--- config.mk ---
export PLATFORM = sky130hd
export DESIGN_NAME = utf8_monospace_line_wrapper_unit
export DESIGN_NICKNAME = d
export VERILOG_FILES = /design/src/hdl/umlw_pkg.sv /design/src/hdl/umlw_front.sv /design/src/hdl/umlw_rfifo.sv /design/src/hdl/umlw_back.sv /design/src/hdl/utf8_monospace_line_wrapper_unit.sv
export VERILOG_INCLUDE_DIRS = /design/src /design/src/hdl
export SDC_FILE = /design/constraint.sdc
export NUM_CORES = 2
export LEC_CHECK = 0
export ABC_AREA = 0
export BUFFER_PORTS_ARGS = -buffer_cell sky130_fd_sc_hd__buf_2
export CORE_ASPECT_RATIO = 1.75
export CORE_MARGIN = 2
export CORE_UTILIZATION = 49
export DETAILED_ROUTE_END_ITERATION = 6
export HOLD_SLACK_MARGIN = 0.15
export PLACE_DENSITY = 0.68
export SYNTH_ARGS = -nofsm -noshare
export SYNTH_HDL_FRONTEND = slang
export SYNTH_SLANG_ARGS = --single-unit
--- constraint.sdc ---
create_clock -name i_clk -period 17.4 [get_ports i_clk]
set_clock_uncertainty 0.2 [all_clocks]
set_input_delay 4.35 -clock i_clk [delete_from_list [all_inputs] [get_ports i_clk]]
set_output_delay 4.35 -clock i_clk [all_outputs]
set_load 0.05 [all_outputs]
--- src/hdl/assert_macros.svh ---
// Shared assertion macros.
`ifndef ASSERT_MACROS_SVH
`define ASSERT_MACROS_SVH
`ifndef ASSERT_OFF
`define ASSERT_CLK(lbl, clk, rst_n, prop, msg) \
    lbl: assert property (@(posedge clk) disable iff (!rst_n) prop) else $error(msg);
`define ASSERT_CLK_NR(lbl, clk, prop, msg) \
    lbl: assert property (@(posedge clk) prop) else $error(msg);
`else
`define ASSERT_CLK(lbl, clk, rst_n, prop, msg)
`define ASSERT_CLK_NR(lbl, clk, prop, msg)
`endif
`endif

--- src/hdl/umlw_pkg.sv ---
`timescale 1ns / 1ps
package umlw_pkg;

    localparam int FRAG_MAX_DEF = 4096;
    localparam int IQ_DEPTH     = 2;
    localparam int RQ_DEPTH     = 4;
    localparam int DIV_STEPS    = 24;

    localparam logic [7:0] CH_NL     = 8'h0a;
    localparam logic [7:0] CH_TAB    = 8'h09;
    localparam logic [7:0] MASK_C0   = 8'hc0;
    localparam logic [7:0] MASK_E0   = 8'he0;
    localparam logic [7:0] MASK_F0   = 8'hf0;
    localparam logic [7:0] MASK_F8   = 8'hf8;
    localparam logic [7:0] PAT_CONT  = 8'h80;
    localparam logic [7:0] PAT_LEAD2 = 8'hc0;
    localparam logic [7:0] PAT_LEAD3 = 8'he0;
    localparam logic [7:0] PAT_LEAD4 = 8'hf0;

    typedef enum logic [1:0] {
        CMD_START = 2'd0,
        CMD_BYTE  = 2'd1,
        CMD_END   = 2'd2,
        CMD_NONE  = 2'd3
    } t_cmd;

    typedef enum logic [1:0] {
        KIND_FRAG   = 2'd0,
        KIND_STATUS = 2'd1,
        KIND_REJECT = 2'd2
    } t_kind;

    typedef enum logic [2:0] {
        CFG_LAYOUT_W = 3'd0,
        CFG_ADVANCE  = 3'd1,
        CFG_PITCH    = 3'd2,
        CFG_SIDE_PAD = 3'd3,
        CFG_VERT_PAD = 3'd4
    } t_cfg_idx;

    typedef enum logic [2:0] {
        CLS_ASCII,
        CLS_CONT,
        CLS_LEAD2,
        CLS_LEAD3,
        CLS_LEAD4,
        CLS_BAD
    } t_cls;

    typedef enum logic [1:0] {
        CP_ONE,
        CP_TAB,
        CP_NL
    } t_cp;

    typedef enum logic [3:0] {
        S_IDLE,
        S_DIV,
        S_YFIN,
        S_BYTE,
        S_LEAD,
        S_CONS,
        S_EMIT_MUL,
        S_EMIT_OUT,
        S_END,
        S_END2,
        S_STATUS,
        S_DONE
    } t_state;

    typedef struct packed {
        t_cmd        cmd;
        logic [7:0]  data_byte;
        t_cls        cls;
        logic [39:0] resume_offset;
        logic [31:0] resume_line;
        logic [47:0] window_top;
        logic [47:0] window_bottom;
        logic [12:0] fragment_limit;
    } t_item;

    typedef struct packed {
        logic  valid;
        t_item item;
    } t_front_out;

    typedef struct packed {
        t_kind       kind;
        logic [39:0] range_begin;
        logic [39:0] range_end;
        logic [47:0] line_y;
        logic [31:0] line_width;
        logic        newline_end;
        logic        truncated;
        logic        stopped;
        logic        last;
    } t_result;

endpackage

--- src/hdl/umlw_front.sv ---
`timescale 1ns / 1ps
module umlw_front (
    input  logic                   i_clk,
    input  logic                   i_rst_n,
    input  logic                   i_push,
    output logic                   o_full,
    input  logic [1:0]             i_cmd,
    input  logic [7:0]             i_data_byte,
    input  logic [39:0]            i_resume_offset,
    input  logic [31:0]            i_resume_line,
    input  logic [47:0]            i_window_top_q8,
    input  logic [47:0]            i_window_bottom_q8,
    input  logic [12:0]            i_fragment_limit,
    output umlw_pkg::t_front_out   o_front,
    input  logic                   i_pop
);
    import umlw_pkg::*;

    localparam int PW = $clog2(IQ_DEPTH);

    t_item             r_mem [IQ_DEPTH];
    logic [PW-1:0]     r_wr_ptr, r_rd_ptr;
    logic [PW:0]       r_count;
    t_item             w_item;
    t_cls              w_cls;
    logic              w_wr, w_rd;

    always_comb begin
        if (!i_data_byte[7])                                w_cls = CLS_ASCII;
        else if ((i_data_byte & MASK_C0) == PAT_CONT)       w_cls = CLS_CONT;
        else if ((i_data_byte & MASK_E0) == PAT_LEAD2)      w_cls = CLS_LEAD2;
        else if ((i_data_byte & MASK_F0) == PAT_LEAD3)      w_cls = CLS_LEAD3;
        else if ((i_data_byte & MASK_F8) == PAT_LEAD4)      w_cls = CLS_LEAD4;
        else                                                w_cls = CLS_BAD;
    end

    always_comb begin
        w_item.cmd            = t_cmd'(i_cmd);
        w_item.data_byte      = i_data_byte;
        w_item.cls            = w_cls;
        w_item.resume_offset  = i_resume_offset;
        w_item.resume_line    = i_resume_line;
        w_item.window_top     = i_window_top_q8;
        w_item.window_bottom  = i_window_bottom_q8;
        w_item.fragment_limit = i_fragment_limit;
    end

    assign o_full        = (r_count == (PW+1)'(IQ_DEPTH));
    assign w_wr          = i_push && !o_full;
    assign w_rd          = i_pop && (r_count != '0);
    assign o_front.valid = (r_count != '0);
    assign o_front.item  = r_mem[r_rd_ptr];

    always_ff @(posedge i_clk) begin
        if (!i_rst_n) begin
            r_wr_ptr <= '0;
            r_rd_ptr <= '0;
            r_count  <= '0;
        end else begin
            if (w_wr) r_wr_ptr <= r_wr_ptr + 1'b1;
            if (w_rd) r_rd_ptr <= r_rd_ptr + 1'b1;
            case ({w_wr, w_rd})
                2'b10:   r_count <= r_count + 1'b1;
                2'b01:   r_count <= r_count - 1'b1;
                default: r_count <= r_count;
            endcase
        end
    end

    always_ff @(posedge i_clk) begin
        if (w_wr) r_mem[r_wr_ptr] <= w_item;
    end

endmodule

--- src/hdl/umlw_rfifo.sv ---
`timescale 1ns / 1ps
module umlw_rfifo (
    input  logic                 i_clk,
    input  logic                 i_rst_n,
    input  logic                 i_wr,
    input  umlw_pkg::t_result    i_wdata,
    output logic                 o_empty,
    input  logic                 i_pop,
    output umlw_pkg::t_result    o_rdata,
    output logic [$clog2(umlw_pkg::RQ_DEPTH):0] o_count
);
    import umlw_pkg::*;

    localparam int PW = $clog2(RQ_DEPTH);

    t_result       r_mem [RQ_DEPTH];
    logic [PW-1:0] r_wr_ptr, r_rd_ptr;
    logic [PW:0]   r_count;
    logic          w_rd;

    assign o_empty = (r_count == '0);
    assign w_rd    = i_pop && !o_empty;
    assign o_rdata = r_mem[r_rd_ptr];
    assign o_count = r_count;

    always_ff @(posedge i_clk) begin
        if (!i_rst_n) begin
            r_wr_ptr <= '0;
            r_rd_ptr <= '0;
            r_count  <= '0;
        end else begin
            if (i_wr) r_wr_ptr <= r_wr_ptr + 1'b1;
            if (w_rd) r_rd_ptr <= r_rd_ptr + 1'b1;
            case ({i_wr, w_rd})
                2'b10:   r_count <= r_count + 1'b1;
                2'b01:   r_count <= r_count - 1'b1;
                default: r_count <= r_count;
            endcase
        end
    end

    always_ff @(posedge i_clk) begin
        if (i_wr) r_mem[r_wr_ptr] <= i_wdata;
    end

endmodule

--- src/hdl/umlw_back.sv ---
`timescale 1ns / 1ps
`include "assert_macros.svh"
module umlw_back #(
    parameter int FRAGMENT_MAX = umlw_pkg::FRAG_MAX_DEF
) (
    input  logic                   i_clk,
    input  logic                   i_rst_n,
    input  logic                   i_cfg_wr,
    input  logic [2:0]             i_cfg_addr,
    input  logic [23:0]            i_cfg_data,
    input  umlw_pkg::t_front_out   i_front,
    output logic                   o_pop,
    input  logic [$clog2(umlw_pkg::RQ_DEPTH):0] i_rq_count,
    output logic                   o_wr,
    output umlw_pkg::t_result      o_wdata
);
    import umlw_pkg::*;

    localparam int          CW      = $clog2(RQ_DEPTH) + 1;
    localparam logic [16:0] FM      = 17'(FRAGMENT_MAX);
    localparam logic [4:0]  DIV_END = 5'(DIV_STEPS - 1);

    logic [23:0] r_layout;
    logic [15:0] r_adv, r_pitch, r_side, r_vert;

    t_state      r_state, n_state, r_ret, n_ret;
    t_item       r_item, n_item;
    t_cp         r_cp, n_cp;
    logic        r_hard, n_hard;
    logic [39:0] r_offset, n_offset, r_lbeg, n_lbeg;
    logic [24:0] r_col, n_col;
    logic [23:0] r_cpr, n_cpr, r_cw, n_cw;
    logic [47:0] r_y, n_y, r_top, n_top, r_bot, n_bot;
    logic [1:0]  r_pend, n_pend;
    logic [12:0] r_emit, n_emit, r_limit, n_limit;
    logic        r_stop, n_stop, r_trunc, n_trunc, r_active, n_active;
    logic [47:0] r_prod, n_prod;
    logic [15:0] r_rem, n_rem;
    logic [23:0] r_quo, n_quo;
    logic [4:0]  r_cnt, n_cnt;
    logic        r_hold_v, n_hold_v;
    t_result     r_hold, n_hold;

    logic        w_res_v;
    t_result     w_res;
    logic [15:0] w_adv1;
    logic [16:0] w_side2, w_rem_sh;
    logic [39:0] w_off_inc;
    logic [48:0] w_ysum, w_ystart;
    logic        w_meets, w_can;
    logic [12:0] w_emit_n;
    logic [47:0] w_wmax;
    logic [23:0] w_wfin;
    logic [24:0] w_col_n;
    logic [1:0]  w_pend_n;
    logic [23:0] w_cw_start;

    assign w_adv1     = (r_adv == '0) ? 16'd1 : r_adv;
    assign w_side2    = {r_side, 1'b0};
    assign w_cw_start = ({1'b0, r_layout} > {7'd0, w_side2})
                        ? (r_layout - {7'd0, w_side2}) : {8'd0, r_adv};
    assign w_rem_sh   = {r_rem, r_quo[23]};
    assign w_off_inc  = (r_offset == '1) ? r_offset : r_offset + 40'd1;
    assign w_ysum     = {1'b0, r_y} + {33'd0, r_pitch};
    assign w_ystart   = {1'b0, r_prod} + {34'd0, r_vert[15:1]};
    assign w_meets    = (w_ysum > {1'b0, r_top}) && (r_y < r_bot);
    assign w_can      = (r_emit < r_limit);
    assign w_emit_n   = r_emit + {12'd0, (w_meets && w_can)};
    assign w_wmax     = (r_prod > {32'd0, r_adv}) ? r_prod : {32'd0, r_adv};
    assign w_wfin     = (w_wmax > {24'd0, r_cw}) ? r_cw : w_wmax[23:0];
    assign w_col_n    = r_col + ((r_cp == CP_TAB) ? 25'd4 : 25'd1);
    assign w_pend_n   = r_pend - 2'd1;

    always_comb begin
        n_state  = r_state;
        n_ret    = r_ret;
        n_item   = r_item;
        n_cp     = r_cp;
        n_hard   = r_hard;
        n_offset = r_offset;
        n_lbeg   = r_lbeg;
        n_col    = r_col;
        n_cpr    = r_cpr;
        n_cw     = r_cw;
        n_y      = r_y;
        n_top    = r_top;
        n_bot    = r_bot;
        n_pend   = r_pend;
        n_emit   = r_emit;
        n_limit  = r_limit;
        n_stop   = r_stop;
        n_trunc  = r_trunc;
        n_active = r_active;
        n_prod   = r_prod;
        n_rem    = r_rem;
        n_quo    = r_quo;
        n_cnt    = r_cnt;
        o_pop    = 1'b0;
        w_res_v  = 1'b0;
        w_res    = '0;

        unique case (r_state)
            S_IDLE: begin
                if (i_front.valid && (i_rq_count <= CW'(1))) begin
                    o_pop  = 1'b1;
                    n_item = i_front.item;
                    unique case (i_front.item.cmd)
                        CMD_START: begin
                            if ((i_front.item.fragment_limit == '0) ||
                                (i_front.item.window_bottom <= i_front.item.window_top)) begin
                                n_active   = 1'b0;
                                w_res_v    = 1'b1;
                                w_res.kind = KIND_REJECT;
                                n_state    = S_DONE;
                            end else begin
                                n_cw     = w_cw_start;
                                n_rem    = '0;
                                n_quo    = w_cw_start;
                                n_cnt    = '0;
                                n_prod   = {16'd0, i_front.item.resume_line} * {32'd0, r_pitch};
                                n_offset = i_front.item.resume_offset;
                                n_lbeg   = i_front.item.resume_offset;
                                n_col    = '0;
                                n_top    = i_front.item.window_top;
                                n_bot    = i_front.item.window_bottom;
                                n_limit  = ({4'd0, i_front.item.fragment_limit} > FM)
                                           ? FM[12:0] : i_front.item.fragment_limit;
                                n_pend   = '0;
                                n_emit   = '0;
                                n_stop   = 1'b0;
                                n_trunc  = 1'b0;
                                n_active = 1'b1;
                                n_state  = S_DIV;
                            end
                        end
                        CMD_BYTE: n_state = (r_active && !r_stop) ? S_BYTE : S_DONE;
                        CMD_END:  n_state = S_END;
                        default:  n_state = S_DONE;
                    endcase
                end
            end
            S_DIV: begin
                if (w_rem_sh >= {1'b0, w_adv1}) begin
                    n_rem = 16'(w_rem_sh - {1'b0, w_adv1});
                    n_quo = {r_quo[22:0], 1'b1};
                end else begin
                    n_rem = w_rem_sh[15:0];
                    n_quo = {r_quo[22:0], 1'b0};
                end
                n_cnt = r_cnt + 5'd1;
                if (r_cnt == DIV_END) n_state = S_YFIN;
            end
            S_YFIN: begin
                n_cpr   = (r_quo == '0) ? 24'd1 : r_quo;
                n_y     = w_ystart[48] ? '1 : w_ystart[47:0];
                n_state = S_DONE;
            end
            S_BYTE: begin
                if (r_pend != '0) begin
                    if (r_item.cls == CLS_CONT) begin
                        n_pend   = w_pend_n;
                        n_offset = w_off_inc;
                        if (w_pend_n == '0) begin
                            n_cp    = CP_ONE;
                            n_ret   = S_DONE;
                            n_state = S_CONS;
                        end else begin
                            n_state = S_DONE;
                        end
                    end else begin
                        n_pend  = '0;
                        n_cp    = CP_ONE;
                        n_ret   = S_LEAD;
                        n_state = S_CONS;
                    end
                end else begin
                    n_state = S_LEAD;
                end
            end
            S_LEAD: begin
                if (r_stop) begin
                    n_state = S_DONE;
                end else begin
                    n_offset = w_off_inc;
                    n_ret    = S_DONE;
                    n_state  = S_DONE;
                    unique case (r_item.cls)
                        CLS_ASCII: begin
                            if (r_item.data_byte == CH_NL)       n_cp = CP_NL;
                            else if (r_item.data_byte == CH_TAB) n_cp = CP_TAB;
                            else                                 n_cp = CP_ONE;
                            n_state = S_CONS;
                        end
                        CLS_LEAD2: n_pend = 2'd1;
                        CLS_LEAD3: n_pend = 2'd2;
                        CLS_LEAD4: n_pend = 2'd3;
                        default: begin
                            n_cp    = CP_ONE;
                            n_state = S_CONS;
                        end
                    endcase
                end
            end
            S_CONS: begin
                if (r_cp == CP_NL) begin
                    n_hard  = 1'b1;
                    n_state = S_EMIT_MUL;
                end else begin
                    n_col = w_col_n;
                    if (w_col_n >= {1'b0, r_cpr}) begin
                        n_hard  = 1'b0;
                        n_state = S_EMIT_MUL;
                    end else begin
                        n_state = r_ret;
                    end
                end
            end
            S_EMIT_MUL: begin
                n_prod  = {23'd0, r_col} * {32'd0, r_adv};
                n_state = S_EMIT_OUT;
            end
            S_EMIT_OUT: begin
                if (w_meets && w_can) begin
                    w_res_v           = 1'b1;
                    w_res.kind        = KIND_FRAG;
                    w_res.range_begin = r_lbeg;
                    w_res.range_end   = r_offset;
                    w_res.line_y      = r_y;
                    w_res.line_width  = {8'd0, w_wfin};
                    w_res.newline_end = r_hard;
                end
                if (w_meets && !w_can) n_trunc = 1'b1;
                n_emit = w_emit_n;
                n_y    = w_ysum[48] ? '1 : w_ysum[47:0];
                n_lbeg = r_offset;
                n_col  = '0;
                if ((r_y >= r_bot) || (w_emit_n >= r_limit)) n_stop = 1'b1;
                n_state = r_ret;
            end
            S_END: begin
                if (!r_active) begin
                    n_state = S_STATUS;
                end else if (!r_stop && (r_pend != '0)) begin
                    n_pend  = '0;
                    n_cp    = CP_ONE;
                    n_ret   = S_END2;
                    n_state = S_CONS;
                end else begin
                    n_state = S_END2;
                end
            end
            S_END2: begin
                if (r_active && !r_stop && ((r_lbeg < r_offset) || (r_emit == '0))) begin
                    n_hard  = 1'b0;
                    n_ret   = S_STATUS;
                    n_state = S_EMIT_MUL;
                end else begin
                    n_state = S_STATUS;
                end
            end
            S_STATUS: begin
                n_active        = 1'b0;
                w_res_v         = 1'b1;
                w_res.kind      = KIND_STATUS;
                w_res.truncated = r_trunc;
                w_res.stopped   = r_stop;
                n_state         = S_DONE;
            end
            S_DONE: n_state = S_IDLE;
            default: n_state = S_IDLE;
        endcase
    end

    // last result of an item is held back until the item completes
    always_comb begin
        n_hold_v = r_hold_v;
        n_hold   = r_hold;
        o_wr     = 1'b0;
        o_wdata  = r_hold;
        if (w_res_v) begin
            o_wr          = r_hold_v;
            o_wdata.last  = 1'b0;
            n_hold        = w_res;
            n_hold_v      = 1'b1;
        end else if (r_state == S_DONE) begin
            o_wr          = r_hold_v;
            o_wdata.last  = 1'b1;
            n_hold_v      = 1'b0;
        end
    end

    always_ff @(posedge i_clk) begin
        if (!i_rst_n) begin
            r_state  <= S_IDLE;
            r_ret    <= S_DONE;
            r_offset <= '0;
            r_lbeg   <= '0;
            r_col    <= '0;
            r_cpr    <= 24'd1;
            r_cw     <= '0;
            r_y      <= '0;
            r_top    <= '0;
            r_bot    <= '0;
            r_pend   <= '0;
            r_emit   <= '0;
            r_limit  <= '0;
            r_stop   <= 1'b0;
            r_trunc  <= 1'b0;
            r_active <= 1'b0;
            r_hold_v <= 1'b0;
            r_layout <= '0;
            r_adv    <= 16'd256;
            r_pitch  <= 16'd4096;
            r_side   <= '0;
            r_vert   <= '0;
        end else begin
            r_state  <= n_state;
            r_ret    <= n_ret;
            r_offset <= n_offset;
            r_lbeg   <= n_lbeg;
            r_col    <= n_col;
            r_cpr    <= n_cpr;
            r_cw     <= n_cw;
            r_y      <= n_y;
            r_top    <= n_top;
            r_bot    <= n_bot;
            r_pend   <= n_pend;
            r_emit   <= n_emit;
            r_limit  <= n_limit;
            r_stop   <= n_stop;
            r_trunc  <= n_trunc;
            r_active <= n_active;
            r_hold_v <= n_hold_v;
            if (i_cfg_wr) begin
                unique case (t_cfg_idx'(i_cfg_addr))
                    CFG_LAYOUT_W: r_layout <= i_cfg_data;
                    CFG_ADVANCE:  r_adv    <= i_cfg_data[15:0];
                    CFG_PITCH:    r_pitch  <= i_cfg_data[15:0];
                    CFG_SIDE_PAD: r_side   <= i_cfg_data[15:0];
                    CFG_VERT_PAD: r_vert   <= i_cfg_data[15:0];
                    default: ;
                endcase
            end
        end
    end

    always_ff @(posedge i_clk) begin
        r_item <= n_item;
        r_cp   <= n_cp;
        r_hard <= n_hard;
        r_prod <= n_prod;
        r_rem  <= n_rem;
        r_quo  <= n_quo;
        r_cnt  <= n_cnt;
        r_hold <= n_hold;
    end

    `ASSERT_CLK(a_rq_no_overflow, i_clk, i_rst_n, o_wr |-> (i_rq_count < CW'(RQ_DEPTH)), "rq overflow")
    `ASSERT_CLK(a_emit_in_limit, i_clk, i_rst_n, r_active |-> (r_emit <= r_limit), "count past limit")
    `ASSERT_CLK(a_hold_flushed, i_clk, i_rst_n, (r_state == S_IDLE) |-> !r_hold_v, "hold not flushed")

endmodule

--- src/hdl/utf8_monospace_line_wrapper_unit.sv ---
`timescale 1ns / 1ps
// UTF-8 line wrapper. Input side is a queue: drive the item on the i_ fields and
// raise i_push; the beat is taken when o_full is low. A record is one start
// beat, one beat per source byte and one end beat. Result side is a queue too:
// while o_empty is low the oldest result sits on the o_ fields, and i_pop takes
// it. o_last marks the final result of one input beat.
// Configuration: i_cfg_wr writes i_cfg_data to register i_cfg_addr in the same
// edge; write only while the block is idle.
// Structure: a two-deep input queue feeds a sequencer that handles one item at a
// time. A valid start runs a 24-step divider for columns per row; a rejected
// start emits a reject result. A byte passes decode and a column step, and
// per emitted line a multiply state and an output state.
// The sequencer takes a new item only with three free slots in the four-deep
// result queue, so a stalled receiver stops it cleanly and nothing is lost.
// Reset (synchronous, active low) empties both queues, clears the record
// state and loads register defaults.
module utf8_monospace_line_wrapper_unit #(
    parameter int FRAGMENT_MAX = umlw_pkg::FRAG_MAX_DEF
) (
    input  logic        i_clk,
    input  logic        i_rst_n,
    input  logic        i_cfg_wr,
    input  logic [2:0]  i_cfg_addr,
    input  logic [23:0] i_cfg_data,
    input  logic        i_push,
    output logic        o_full,
    input  logic [1:0]  i_cmd,
    input  logic [7:0]  i_data_byte,
    input  logic [39:0] i_resume_offset,
    input  logic [31:0] i_resume_line,
    input  logic [47:0] i_window_top_q8,
    input  logic [47:0] i_window_bottom_q8,
    input  logic [12:0] i_fragment_limit,
    output logic        o_empty,
    input  logic        i_pop,
    output logic [1:0]  o_kind,
    output logic [39:0] o_range_begin,
    output logic [39:0] o_range_end,
    output logic [47:0] o_line_y_q8,
    output logic [31:0] o_line_width_q8,
    output logic        o_newline_end,
    output logic        o_truncated,
    output logic        o_stopped,
    output logic        o_last
);
    import umlw_pkg::*;

    t_front_out                w_front;
    logic                      w_pop, w_wr;
    t_result                   w_wdata, w_rdata;
    logic [$clog2(RQ_DEPTH):0] w_rq_count;

    umlw_front u_front (
        .i_clk              (i_clk),
        .i_rst_n            (i_rst_n),
        .i_push             (i_push),
        .o_full             (o_full),
        .i_cmd              (i_cmd),
        .i_data_byte        (i_data_byte),
        .i_resume_offset    (i_resume_offset),
        .i_resume_line      (i_resume_line),
        .i_window_top_q8    (i_window_top_q8),
        .i_window_bottom_q8 (i_window_bottom_q8),
        .i_fragment_limit   (i_fragment_limit),
        .o_front            (w_front),
        .i_pop              (w_pop)
    );

    umlw_back #(
        .FRAGMENT_MAX (FRAGMENT_MAX)
    ) u_back (
        .i_clk      (i_clk),
        .i_rst_n    (i_rst_n),
        .i_cfg_wr   (i_cfg_wr),
        .i_cfg_addr (i_cfg_addr),
        .i_cfg_data (i_cfg_data),
        .i_front    (w_front),
        .o_pop      (w_pop),
        .i_rq_count (w_rq_count),
        .o_wr       (w_wr),
        .o_wdata    (w_wdata)
    );

    umlw_rfifo u_rfifo (
        .i_clk   (i_clk),
        .i_rst_n (i_rst_n),
        .i_wr    (w_wr),
        .i_wdata (w_wdata),
        .o_empty (o_empty),
        .i_pop   (i_pop),
        .o_rdata (w_rdata),
        .o_count (w_rq_count)
    );

    assign o_kind          = w_rdata.kind;
    assign o_range_begin   = w_rdata.range_begin;
    assign o_range_end     = w_rdata.range_end;
    assign o_line_y_q8     = w_rdata.line_y;
    assign o_line_width_q8 = w_rdata.line_width;
    assign o_newline_end   = w_rdata.newline_end;
    assign o_truncated     = w_rdata.truncated;
    assign o_stopped       = w_rdata.stopped;
    assign o_last          = w_rdata.last;

endmodule
==> out/metrics.cfg <==
[run_status]
status = complete, but fails checks
violations = DRC

[sta]
tns_ns = 0
max_slew_margin_pct = 9.85
final_max_slew_viol_count = 0
finalSetupViolCount = 0
rsz0062_at_grt = no
setup_ws_ns = 8.40
finalHoldViolations = 0
hold_ws_ns = 0.259
worst_pin_slew_ns = 1.35
min_period_over_period_pct = 51.7
finalCriticalPeriod_ns = 9.00
max_freq_mhz = 111

[cells_and_area]
design_area_um2 = 115000
final_common_cell = edfxtp_1
drive_above_1_share_pct = 11.2
layout_common_cells = edfxtp_1 (1284), nand2_1 (1171), inv_1 (1046)
layout.nets = 11100
syn2layout_area_growth_pct = 9.57

[cts]
clkTransAtPathRegs_ns = 0.06
cts_resized = 0
cts_tree = built
post_cts_buffers = 0
cts_buffers = 165
htreeDepth = 4
clockBufferDepth = 4
cts_hold_buf = 0
clk_latency_ns = 0.86
cts_root_buf = clkbuf_16
clock-sinks = 1722

[die]
core_area_um2 = 214000
start_util_pct = 49.2
die_area_um2 = 219000
io-pin-count = 391
die_h_um = 617
rows = 225
die_width_um = 354

[detailed_routing]
drt-initial-drc-count = 5914
drt_wl_total_um = 313000
antenna_left = 0
via_per_inst = 5.87
drc = 5
dr.pass1.iters = 7
route.vias.total = 73600
routedWlPerCell_um = 24.9

[synth]
synth_fa_ha_area_share_pct = 21.1
synth_top_family_by_area = adder cells
synth-edff-count = 1284
avgSynthCellArea_um2 = 11.2
yosysSeqAreaShare_pct = 45.0
synthArstFlopShare_pct = 0
syn_area_um2 = 105000
yosys_warnings = 0
synth_xor_area_share_pct = 1.89
synth_ff_type = edfxtp_1
syn_inst = 9386
yosys.area_share.simple_pct = 12.0
synthMuxAreaShare_pct = 6.27
synth-compound-area-share_pct = 8.15
synthDistinctLibCells = 94
synth.ff_latch_count = 1722

[grt]
grt.overflow.total = 0
grt_max_degree = 193
antenna_found_initial = 43
grt_pass1_vias = 77700
grt_pass1_wl_um = 471000
grt_usage_pct = 28.6

[worst_setup_path]
cp.arrival_ns = 9.46
critPathKind = register to register
required_ns = 17.87
crit_path_start_kind = register
cp-end-kind = register
worstPathMaxFanout = 46

[flow_run]
cap_viol_max_count = 0

[worst_hold_path]
hold_start = u_back.r_vert[4]
holdCritPathClass = register to register

[place]
place.gp.congestion = 0.954
hpwl_um = 232000
dp_slack_ns = 8.46
portBuffers = 382
postPlaceCellArea_um2 = 110000

[pwr]
ir_worst_vdd_mv = 0.148
power_density_nw_per_um2 = 116
p_leak_uw = 0.0445
finalPower_uw = 13400

[cell usage after synthesis, types with 127 or more instances]
| cell | instances | area share, % |
|---|---|---|
| nor2_1 | 558 | 2.0 |
| a21oi_1 | 492 | 2.3 |
| ha_1 | 586 | 7.0 |
| mux4_2 | 158 | 3.4 |
| nand3_1 | 188 | 0.89 |
| mux2i_1 | 194 | 1.8 |
| edfxtp_1 | 1284 | 37 |
| xnor2_1 | 127 | 1.1 |
| and3_1 | 151 | 0.90 |
| o21ai_0 | 304 | 1.4 |
| and2_1 | 266 | 1.6 |
| dfxtp_1 | 438 | 8.3 |
| nand2_1 | 1174 | 4.2 |
| clkbuf_1 | 385 | 1.4 |
| inv_1 | 1047 | 3.7 |
| fa_1 | 742 | 14 |
[critical path: stages (launching register included)]
cell	delay, ns
dfxtp_4	0.86
buf_4	0.62
mux2_2	0.54
nand2_1	0.15
fa_1	0.55
inv_1	0.06
fa_1	0.53
inv_1	0.05
fa_1	0.50
inv_1	0.05
fa_1	0.47
inv_1	0.05
fa_1	0.54
inv_1	0.07
fa_1	0.52
ha_1	0.43
and3_1	0.24
and2_1	0.19
nor2b_1	0.06
o221ai_1	0.19
o31ai_2	0.15
o41ai_2	0.66
a31oi_1	0.19
mux2_2	0.32
o41ai_1	0.34
and3_1	0.20
[worst paths after layout]
| path | endpoint | slack, ns | depth (start not counted) |
|---|---|---|---|
| max | u_back.r_prod[40] | 8.40 | 25 |
| min | u_back.r_vert[4] | 0.26 | 2 |
| min reg2reg | u_back.r_vert[4] | 0.26 | 2 |
| max reg2reg | u_back.r_prod[40] | 8.40 | 25 |
[state kept, by name, indices dropped and copies added, names as in the netlist, 15 cells and up, named ones only]
register and cells:
u_rfifo.r_mem 632, u_front.r_mem 388, u_back.o_wdata 157, u_back.r_bot 48, u_back.r_prod 48, u_back.r_top 48, u_back.r_y 48, u_back.r_lbeg 40
u_back.r_offset 40, u_back.r_col 25, u_back.r_cpr 24, u_back.r_cw 24, u_back.r_layout 24, u_back.r_quo 24, u_back.r_adv 16, u_back.r_pitch 16
u_back.r_rem 16, u_back.r_side 16, u_back.r_vert 15
[cell families after synthesis]
kind of cell               after synthesis
AOI/OAI and AO/OA                     1380
xor gates and xnor gates               227
adders and majority gates             1328
buffers and inverters                 1540
DFF                                   1722
muxes                                  449
other                                    1
and+or+nand+nor                       2739
[area by class of cell]
type | instances | area [um^2]
Sequential cell | 1722 | 47400
Fill cell | 18300 | 98700
Tap cell | 2837 | 3550
Antenna cell | 29 | 72.6
Clock inverter | 87 | 928
Multi-Input combinational cell | 6131 | 52100
Timing Repair Buffer | 492 | 2830
Clock buffer | 203 | 4440
Inverter | 1047 | 3940
[through the flow]
stage / utilization [%] / std cells
finish: 53.9 / 12500
global placement: 51.3 / 12200
detailed placement: 51.3 / 12200
floorplan: - / 9393
global route: 53.8 / 12500
CTS: 53.8 / 12500
[layer usage]
metal | track usage, % | wire length [um]
met5 | 0 | 129
met2 | 50.4 | 159000
met1 | 30.7 | 105000
met4 | 21.9 | 28500
met3 | 4.23 | 20600
[report_power, final]
group | internal (uW) | switching [uW] | leakage [uW] | total, uW
logic | 1440 | 2820 | 0.0266 | 4260
registers | 5000 | 449 | 0.0153 | 5450
clock network | 2060 | 1580 | 0.00263 | 3640
total | 8510 | 4850 | 0.0445 | 13400
Note: power is estimated with default switching activity, not from simulation.
